<file path="src/design/skt_pkg.sv">
// shared types, constants and helpers of the sorted keyed table
`default_nettype none
package skt_pkg;

	localparam int TABLE_DEPTH = 16;
	localparam int IDX_W       = $clog2(TABLE_DEPTH);
	localparam int CNT_W       = $clog2(TABLE_DEPTH + 1);
	localparam int TALLY_W     = 5;
	localparam int KEY_W       = 16;
	localparam int SPEED_W     = 16;
	localparam int PAYLOAD_W   = 32;
	localparam logic [SPEED_W-1:0] THRESHOLD_RESET = SPEED_W'(5);

	typedef enum logic [1:0] {
		OP_INSERT = 2'd0,
		OP_LOOKUP = 2'd1,
		OP_PURGE  = 2'd2,
		OP_DUMP   = 2'd3
	} op_t;

	typedef enum logic [1:0] {
		ST_OK       = 2'd0,
		ST_FULL     = 2'd1,
		ST_NOTFOUND = 2'd2
	} status_t;

	typedef struct packed {
		logic [KEY_W-1:0]     key;
		logic [SPEED_W-1:0]   speed;
		logic [PAYLOAD_W-1:0] payload;
	} entry_t;

	localparam int ENTRY_W = $bits(entry_t);

	// compare unit outcome
	typedef struct packed {
		logic key_gt;
		logic key_eq;
		logic spd_ge;
	} cmp_t;

	// one result item from the sequencer
	typedef struct packed {
		status_t             status;
		entry_t              ent;
		logic [TALLY_W-1:0]  tally;
		logic                last;
	} res_t;

	function automatic logic [TALLY_W-1:0] to_tally(input logic [CNT_W-1:0] c);
		logic [31:0] w;
		w = 32'(c);
		return w[TALLY_W-1:0];
	endfunction

endpackage
`default_nettype wire

</file>
<file path="src/design/skt_ram.sv">
// generic single write port ram with registered read
`default_nettype none
module skt_ram #(
	parameter int WIDTH = 64,
	parameter int DEPTH = 16
) (
	input  wire logic                     clk,
	input  wire logic                     we,
	input  wire logic [$clog2(DEPTH)-1:0] waddr,
	input  wire logic [WIDTH-1:0]         wdata,
	input  wire logic [$clog2(DEPTH)-1:0] raddr,
	output      logic [WIDTH-1:0]         rdata
);

	logic [WIDTH-1:0] mem_q [DEPTH];

	always_ff @(posedge clk) begin
		if (we) begin
			mem_q[waddr] <= wdata;
		end
		rdata <= mem_q[raddr];
	end

endmodule
`default_nettype wire

</file>
<file path="src/design/skt_cmp.sv">
// shared compare unit: stored entry against search key and speed threshold
`default_nettype none
module skt_cmp (
	input  wire skt_pkg::entry_t               ent,
	input  wire logic [skt_pkg::KEY_W-1:0]     key,
	input  wire logic [skt_pkg::SPEED_W-1:0]   thr,
	output      skt_pkg::cmp_t                 cmp
);
	import skt_pkg::*;

	always_comb begin
		cmp.key_gt = ent.key > key;
		cmp.key_eq = ent.key == key;
		cmp.spd_ge = ent.speed >= thr;
	end

endmodule
`default_nettype wire

</file>
<file path="src/design/skt_seq.sv">
// sequencer that walks the entry ram for insert, lookup, purge and dump
`default_nettype none
module skt_seq (
	input  wire logic                          clk,
	input  wire logic                          arst_n,
	input  wire logic                          in_valid,
	output      logic                          in_ready,
	input  wire skt_pkg::op_t                  in_op,
	input  wire skt_pkg::entry_t               in_ent,
	input  wire logic [skt_pkg::SPEED_W-1:0]   thr,
	output      logic                          res_valid,
	input  wire logic                          res_ready,
	output      skt_pkg::res_t                 res
);
	import skt_pkg::*;

	typedef enum logic [2:0] {
		S_IDLE,
		S_INS,
		S_INS_WR,
		S_LOOK,
		S_PURGE,
		S_DUMP_RD,
		S_DUMP_OUT,
		S_RESP
	} state_t;

	state_t            state_q;
	entry_t            new_q;
	logic [CNT_W-1:0]  cnt_q;
	logic [CNT_W-1:0]  kept_q;
	logic [IDX_W-1:0]  rd_ptr_q;
	logic              rd_on_q;
	logic              pend_s1;
	logic [IDX_W-1:0]  idx_s1;
	logic [IDX_W-1:0]  pos_q;
	res_t              res_q;

	entry_t            rdata;
	cmp_t              cmp;
	logic              ram_we;
	logic [IDX_W-1:0]  ram_waddr;
	entry_t            ram_wdata;
	logic [IDX_W-1:0]  last_idx;
	logic [CNT_W-1:0]  kept_nx;
	logic              rd_at_end;
	res_t              dump_res;

	skt_ram #(
		.WIDTH(ENTRY_W),
		.DEPTH(TABLE_DEPTH)
	) u_ram (
		.clk  (clk),
		.we   (ram_we),
		.waddr(ram_waddr),
		.wdata(ram_wdata),
		.raddr(rd_ptr_q),
		.rdata(rdata)
	);

	skt_cmp u_cmp (
		.ent(rdata),
		.key(new_q.key),
		.thr(thr),
		.cmp(cmp)
	);

	assign last_idx  = IDX_W'(cnt_q - CNT_W'(1));
	assign kept_nx   = kept_q + CNT_W'(cmp.spd_ge);
	assign in_ready  = state_q == S_IDLE;
	assign res_valid = (state_q == S_RESP) || (state_q == S_DUMP_OUT);

	// ascending walks stop at the top entry, the insert walk stops at entry zero
	assign rd_at_end = (state_q == S_INS) ? (rd_ptr_q == '0) : (rd_ptr_q == last_idx);

	always_comb begin
		dump_res.status = ST_OK;
		dump_res.ent    = rdata;
		dump_res.tally  = to_tally(cnt_q);
		dump_res.last   = rd_ptr_q == last_idx;
		res = (state_q == S_DUMP_OUT) ? dump_res : res_q;
	end

	// ram write side
	always_comb begin
		ram_we    = 1'b0;
		ram_waddr = pos_q;
		ram_wdata = new_q;
		unique case (state_q)
			S_INS: begin
				// move a larger key up by one slot
				if (pend_s1 && cmp.key_gt) begin
					ram_we    = 1'b1;
					ram_waddr = idx_s1 + IDX_W'(1);
					ram_wdata = rdata;
				end
			end
			S_INS_WR: begin
				ram_we = 1'b1;
			end
			S_PURGE: begin
				// compact survivors toward the bottom
				if (pend_s1 && cmp.spd_ge) begin
					ram_we    = 1'b1;
					ram_waddr = IDX_W'(kept_q);
					ram_wdata = rdata;
				end
			end
			default: begin
				ram_we = 1'b0;
			end
		endcase
	end

	always_ff @(posedge clk or negedge arst_n) begin
		if (!arst_n) begin
			state_q  <= S_IDLE;
			new_q    <= '0;
			cnt_q    <= '0;
			kept_q   <= '0;
			rd_ptr_q <= '0;
			rd_on_q  <= 1'b0;
			pend_s1  <= 1'b0;
			idx_s1   <= '0;
			pos_q    <= '0;
			res_q    <= '0;
		end else begin
			// read issue pipeline, shared by the walking states
			if (state_q == S_INS || state_q == S_LOOK || state_q == S_PURGE) begin
				pend_s1 <= rd_on_q;
				idx_s1  <= rd_ptr_q;
				if (rd_on_q) begin
					if (rd_at_end) begin
						rd_on_q <= 1'b0;
					end else if (state_q == S_INS) begin
						rd_ptr_q <= rd_ptr_q - IDX_W'(1);
					end else begin
						rd_ptr_q <= rd_ptr_q + IDX_W'(1);
					end
				end
			end

			unique case (state_q)
				S_IDLE: begin
					if (in_valid) begin
						new_q    <= in_ent;
						pend_s1  <= 1'b0;
						rd_on_q  <= 1'b1;
						kept_q   <= '0;
						// insert walks down from the top entry, the others up from zero
						rd_ptr_q <= (in_op == OP_INSERT) ? last_idx : '0;
						unique case (in_op)
							OP_INSERT: begin
								if (cnt_q == CNT_W'(TABLE_DEPTH)) begin
									res_q   <= '{status: ST_FULL, ent: '0,
										tally: to_tally(cnt_q), last: 1'b1};
									state_q <= S_RESP;
								end else if (cnt_q == '0) begin
									pos_q   <= '0;
									state_q <= S_INS_WR;
								end else begin
									state_q <= S_INS;
								end
							end
							OP_LOOKUP: begin
								if (cnt_q == '0) begin
									res_q   <= '{status: ST_NOTFOUND, ent: '0,
										tally: '0, last: 1'b1};
									state_q <= S_RESP;
								end else begin
									state_q <= S_LOOK;
								end
							end
							OP_PURGE: begin
								if (cnt_q == '0) begin
									res_q   <= '{status: ST_OK, ent: '0,
										tally: '0, last: 1'b1};
									state_q <= S_RESP;
								end else begin
									state_q <= S_PURGE;
								end
							end
							OP_DUMP: begin
								if (cnt_q == '0) begin
									res_q   <= '{status: ST_OK, ent: '0,
										tally: '0, last: 1'b1};
									state_q <= S_RESP;
								end else begin
									state_q <= S_DUMP_RD;
								end
							end
						endcase
					end
				end
				S_INS: begin
					if (pend_s1) begin
						if (!cmp.key_gt) begin
							pos_q   <= idx_s1 + IDX_W'(1);
							state_q <= S_INS_WR;
						end else if (idx_s1 == '0) begin
							pos_q   <= '0;
							state_q <= S_INS_WR;
						end
					end
				end
				S_INS_WR: begin
					cnt_q   <= cnt_q + CNT_W'(1);
					res_q   <= '{status: ST_OK, ent: new_q,
						tally: to_tally(cnt_q + CNT_W'(1)), last: 1'b1};
					state_q <= S_RESP;
				end
				S_LOOK: begin
					if (pend_s1) begin
						if (cmp.key_eq) begin
							res_q   <= '{status: ST_OK, ent: rdata,
								tally: to_tally(cnt_q), last: 1'b1};
							state_q <= S_RESP;
						end else if (idx_s1 == last_idx) begin
							res_q   <= '{status: ST_NOTFOUND, ent: '0,
								tally: to_tally(cnt_q), last: 1'b1};
							state_q <= S_RESP;
						end
					end
				end
				S_PURGE: begin
					if (pend_s1) begin
						kept_q <= kept_nx;
						if (idx_s1 == last_idx) begin
							cnt_q   <= kept_nx;
							res_q   <= '{status: ST_OK, ent: '0,
								tally: to_tally(cnt_q - kept_nx), last: 1'b1};
							state_q <= S_RESP;
						end
					end
				end
				S_DUMP_RD: begin
					state_q <= S_DUMP_OUT;
				end
				S_DUMP_OUT: begin
					if (res_ready) begin
						if (rd_ptr_q == last_idx) begin
							state_q <= S_IDLE;
						end else begin
							rd_ptr_q <= rd_ptr_q + IDX_W'(1);
							state_q  <= S_DUMP_RD;
						end
					end
				end
				S_RESP: begin
					if (res_ready) begin
						state_q <= S_IDLE;
					end
				end
			endcase
		end
	end

endmodule
`default_nettype wire

</file>
<file path="src/design/sorted_keyed_table_unit.sv">
// top level of the sorted keyed table: ports, threshold register, output register
//
// a table of up to 16 entries (key, speed, payload) kept sorted by ascending key
// in a single ram; one compare unit is reused by a small sequencer that walks
// the ram one entry per cycle for insert, lookup and purge
// input channel: in_valid/in_ready with op, key_id, speed_in, payload_in; an
//   item transfers when both are high; in_ready is high only while the
//   sequencer is idle, so one item is worked on at a time
// output channel: out_valid/out_ready with status, out_key, out_speed,
//   out_payload, tally, last; last marks the final result of an item
// pacing: the insert, lookup and purge walks are set by the single ram read port,
//   one entry per cycle with a registered read, and the next item transfers only
//   once the result has left the sequencer; a dump reads each entry and offers it
//   as a result, reading the next entry only after that result is taken
// results land in an output register; while a stalled receiver holds it, the
//   sequencer finishes one more item and waits with its result, input held off
// cfg_we writes cfg_wdata into the purge speed threshold at any clock edge;
//   write it only while the block is idle
// reset clears the entry count and the output valid and loads threshold 5;
//   there is no clearing pass, the ram is never read beyond the count
`default_nettype none
module sorted_keyed_table_unit (
	input  wire logic                            clk,
	input  wire logic                            arst_n,
	input  wire logic                            in_valid,
	output      logic                            in_ready,
	input  wire logic [1:0]                      op,
	input  wire logic [skt_pkg::KEY_W-1:0]       key_id,
	input  wire logic [skt_pkg::SPEED_W-1:0]     speed_in,
	input  wire logic [skt_pkg::PAYLOAD_W-1:0]   payload_in,
	output      logic                            out_valid,
	input  wire logic                            out_ready,
	output      logic [1:0]                      status,
	output      logic [skt_pkg::KEY_W-1:0]       out_key,
	output      logic [skt_pkg::SPEED_W-1:0]     out_speed,
	output      logic [skt_pkg::PAYLOAD_W-1:0]   out_payload,
	output      logic [skt_pkg::TALLY_W-1:0]     tally,
	output      logic                            last,
	input  wire logic                            cfg_we,
	input  wire logic [skt_pkg::SPEED_W-1:0]     cfg_wdata
);
	import skt_pkg::*;

	logic [SPEED_W-1:0] thr_q;
	logic               out_valid_q;
	res_t               out_q;

	entry_t in_ent;
	res_t   res;
	logic   res_valid;
	logic   res_ready;

	assign in_ent.key     = key_id;
	assign in_ent.speed   = speed_in;
	assign in_ent.payload = payload_in;

	// output register is free when empty or draining this cycle
	assign res_ready = !out_valid_q || out_ready;

	skt_seq u_seq (
		.clk      (clk),
		.arst_n   (arst_n),
		.in_valid (in_valid),
		.in_ready (in_ready),
		.in_op    (op_t'(op)),
		.in_ent   (in_ent),
		.thr      (thr_q),
		.res_valid(res_valid),
		.res_ready(res_ready),
		.res      (res)
	);

	// purge threshold register
	always_ff @(posedge clk or negedge arst_n) begin
		if (!arst_n) begin
			thr_q <= THRESHOLD_RESET;
		end else if (cfg_we) begin
			thr_q <= cfg_wdata;
		end
	end

	// output valid
	always_ff @(posedge clk or negedge arst_n) begin
		if (!arst_n) begin
			out_valid_q <= 1'b0;
		end else if (res_valid && res_ready) begin
			out_valid_q <= 1'b1;
		end else if (out_ready) begin
			out_valid_q <= 1'b0;
		end
	end

	// output payload, loaded on each result transfer from the sequencer
	always_ff @(posedge clk) begin
		if (res_valid && res_ready) begin
			out_q <= res;
		end
	end

	assign out_valid   = out_valid_q;
	assign status      = out_q.status;
	assign out_key     = out_q.ent.key;
	assign out_speed   = out_q.ent.speed;
	assign out_payload = out_q.ent.payload;
	assign tally       = out_q.tally;
	assign last        = out_q.last;

endmodule
`default_nettype wire

</file>
<file path="config.mk">
export PLATFORM = sky130hd
export DESIGN_NAME = sorted_keyed_table_unit
export DESIGN_NICKNAME = d
export VERILOG_FILES = /design/src/design/skt_pkg.sv /design/src/design/skt_ram.sv /design/src/design/skt_cmp.sv /design/src/design/skt_seq.sv /design/src/design/sorted_keyed_table_unit.sv
export SDC_FILE = /design/constraint.sdc
export NUM_CORES = 2
export LEC_CHECK = 0
export BUFFER_PORTS_ARGS = -buffer_cell sky130_fd_sc_hd__buf_2
export CAP_MARGIN = 15
export CORE_MARGIN = 5
export CORE_UTILIZATION = 67
export CTS_CLUSTER_DIAMETER = 100
export CTS_CLUSTER_SIZE = 20
export DETAILED_ROUTE_END_ITERATION = 8
export PLACE_DENSITY_LB_ADDON = 0.12
export SYNTH_ARGS = -nofsm -noshare
export SYNTH_HDL_FRONTEND = slang
export SYNTH_SLANG_ARGS = --single-unit
</file>
<file path="constraint.sdc">
create_clock -name clk -period 16.61 [get_ports clk]
set_input_delay 1.661 -clock clk [delete_from_list [all_inputs] [get_ports clk]]
set_output_delay 1.661 -clock clk [all_outputs]
set_load 0.005 [all_outputs]
</file>
==> metrics.md <==
| Metric | Value |
|---|---|
| Vias per inst | `6.574` |
| Unique masters post-synth | `68` |
| GRT busiest layer | `met2` |
| Worst-path cell chain | `inv_1, ha_1, o21a_1, o2111ai_1, o21a_1, o21ai_2, and2_1, o311ai_2, nor4_2, buf_4, buf_4` |
| Most frequent cells after synthesis | `edfxtp_1, nand2_1, o21ai_0` |
| Highest clock rate | `203.4 MHz` |
| IO Pins | `161` |
| Ys Warns | `0` |
| Share of the synthesized area in the top cell type | `61.73%` |
| Number of buffers created by CTS | `76` |
| Synth Area in Simple Gates | `5.186%` |
| Pre-CTS worst setup slack | `11.81 ns` |
| Synth Cell Area | `53320 sq um` |
| Final #Nets | `3644` |
| Part of the Yosys area used for sequential elements | `72.59%` |
| Clock transition at path regs | `0.08 ns` |
| Static Leak | `20.50 nW` |
| Final worst setup slack | `11.69 ns` |
| WL final | `125100 um` |
| Clock Tree Buf Depth | `3` |
| Synth Instances | `3399` |
| Height of the die | `292.1 um` |
| Rel. slew slack | `18.48%` |
| # resized after CTS | `0` |
| Initial Utilization | `67.49%` |
| Crit start category | `register` |
| Vias in the first global route | `30590` |
| Core area | `79000 sq um` |
| Post-synth EDFFs | `1096` |
| Fill cells | `4836` |
| Area growth from synthesis to layout | `8.258%` |
| Yosys top cell by area | `edfxtp_1` |
| # setup viols final | `0` |
| Routed vias | `30440` |
| CTS tree | `yes` |
| CP Data Arrival Time | `5.20 ns` |
| Antenna-violating nets left | `0` |
| CP Max Fanout | `39` |
| Syn avg cell area | `15.69 sq um` |
| Worst Max-Slew Pin Slew | `1.223 ns` |
| Final worst path period share | `29.60%` |
| HP Class | `register to register` |
| Max cap viols | `0` |
| Synth Area in Compound Gates | `7.371%` |
| CP max stage delay | `0.72 ns` |
| Die area | `85320 sq um` |
| Worst Setup SP | `thr_q[2]` |
| Setup Total Neg Slack | `0 ns` |
| Layout Skew | `0.02720 ns` |
| # DRC | `0` |
| Cts hold-fix bufs | `0` |
| Top delay family on crit path | `compound AO/OA/AOI/OAI gates` |
| Top_reg_cell synth | `edfxtp_1` |
| Largest cells by area after synthesis | `edfxtp_1, dfrtp_1, mux4_2, mux2i_1, nand2_1` |
| Synth Register Bits | `1340` |
| Reg2Reg Launch Point | `thr_q[2]` |
| Nature of the critical path endpoint | `register` |
| Met2 usage | `47.31%` |
| Worst path required time | `16.89 ns` |
| Rows | `103` |
| PD cells | `177.6 nW/um^2` |
| Final cell count without fillers | `4630` |
| Global-route wire length before repair | `187000 um` |
| CP max-delay cell | `and2_1` |
| Post-DP HPWL | `70720 um` |
| Initial DRC Count | `3463` |
| Status | `finished, final reports clean` |
| Mux cell area share after synthesis | `11.48%` |
| Post-Synth Adder-Cell Area | `1.028%` |
| FFs w/ async S/R, synth | `13.43%` |
| Hold Crit Start | `u_seq.res_q[0]` |
| Gpl congestion | `0.8574` |
| Min Clock Period, post-route | `4.917 ns` |
| Met3 Resource Use GR | `5.377%` |
| Most frequent cell after synthesis | `edfxtp_1` |
| Drt first pass iters | `5` |
| Largest net degree at the start of global routing | `138` |
| Final hold vios | `0` |
| Synth Area in XOR/XNOR | `0.5280%` |
| Root buf cell | `clkbuf_16` |
| Grt met1 use | `40.61%` |
| CTS H-Tree Depth | `3` |
| VDD IR-drop max | `0.1432 mV` |
| Crit Path Category | `register to register` |
| Total grt overflow | `0` |
| Largest family of logic cells by synthesized area | `multiplexers` |
| WP buf/inv | `3` |
| RSZ-0062 raised after global routing | `no` |
| Cell count after placement | `4484` |
| PortBufs | `160` |
| Slew Viols, Final | `0` |
| Die width | `292.1 um` |
| Routed wire per std cell | `27.02 um` |
| Ratio of cells with drive above 1 in the final layout | `16.80%` |
| Setup Fix Bufs, Post-CTS | `0` |
| Synth Net Count | `3529` |
| Initial antenna violation count | `5` |
| Skew-Pair Late Insertion Delay | `0.66 ns` |
| Clk sink count | `1340` |
| GRT Total Usage | `28.84%` |
## routing by layer
layer	vias up	part of all wire, %
met5	-	0.0088
met4	2	2.5
met3	194	8.9
met2	1552	50
met1	15480	39
li1	13210	-
## flip-flops by register name (all words and copies together) (netlist names), 16 cells and up
register / cells
u_seq.u_ram.mem_q: 1024
u_seq.u_ram.rdata: 64
u_seq.new_q: 64
out_key: 16
u_seq.res_q: 72
out_payload: 32
out_speed: 16
thr_q: 16
## worst paths after layout
| check | endpoint | slack, ns | depth (start not counted) |
|---|---|---|---|
| min reg2reg | u_seq.res_q[0] | 0.48 | 1 |
| min in group asynchronous | u_seq.res_q[70] | 0.97 | 1 |
| max | u_seq.u_ram.mem_q[1][50] | 11.69 | 11 |
| min | u_seq.res_q[0] | 0.48 | 1 |
| max in group asynchronous | thr_q[4] | 14.17 | 2 |
| max reg2reg | u_seq.u_ram.mem_q[1][50] | 11.69 | 11 |
## metrics by stage
stage               util [%]  hold slack [ns]  cell area [sq um]  total power, W
CTS                    73.00           0.4834              57670         0.01025
finish                 73.06           0.4767              57720         0.01025
global route           73.06           0.4899              57710         0.01073
floorplan                  -           0.4346              53320        0.007143
global placement       70.10           0.4504              55380        0.008185
detailed placement     70.12           0.4638              55400        0.008325
## cells by family after synthesis
family | count (synthesis)
flops | 1340
simple gates | 683
compound gates | 621
mux | 438
buf+inv | 244
fa+ha+maj | 44
xor+xnor | 29
## layout make-up
cell class	count	area, sq um	share of cell area, %
timing repair buffer	231	1404	2.432
antenna	2	5.005	0.008671
multi-input combinational	1815	13830	23.96
inverter	50	187.7	0.3252
clock buffer	139	2223	3.852
sequential	1340	38710	67.07
tap	1050	1314	2.276
clock inverter	3	45.04	0.07804
## placed cells by master (no fill, tap or decap), types with 16 or more instances in the layout
cell       count
nor4_2        16
ha_1          43
nand3_1       20
dfrtp_1      174
a221oi_1      64
mux2_2       109
a22oi_1      129
mux4_2       128
clkbuf_16     80
nor2_1        82
clkbuf_1      59
edfxtp_1    1096
xnor2_1       16
buf_4         66
buf_2        159
o21ai_0      267
a21oi_1       90
dfxtp_1       64
inv_1         50
mux2i_1      201
nand2_1      507
## power by group
group          internal (W)  switching (W)  total (W)
sequential          0.00457       0.000339    0.00491
combinational       0.00119        0.00220    0.00338
clock              0.000916        0.00104    0.00196
total               0.00667        0.00358     0.0102
Note: power is estimated with default switching activity, not from simulation.
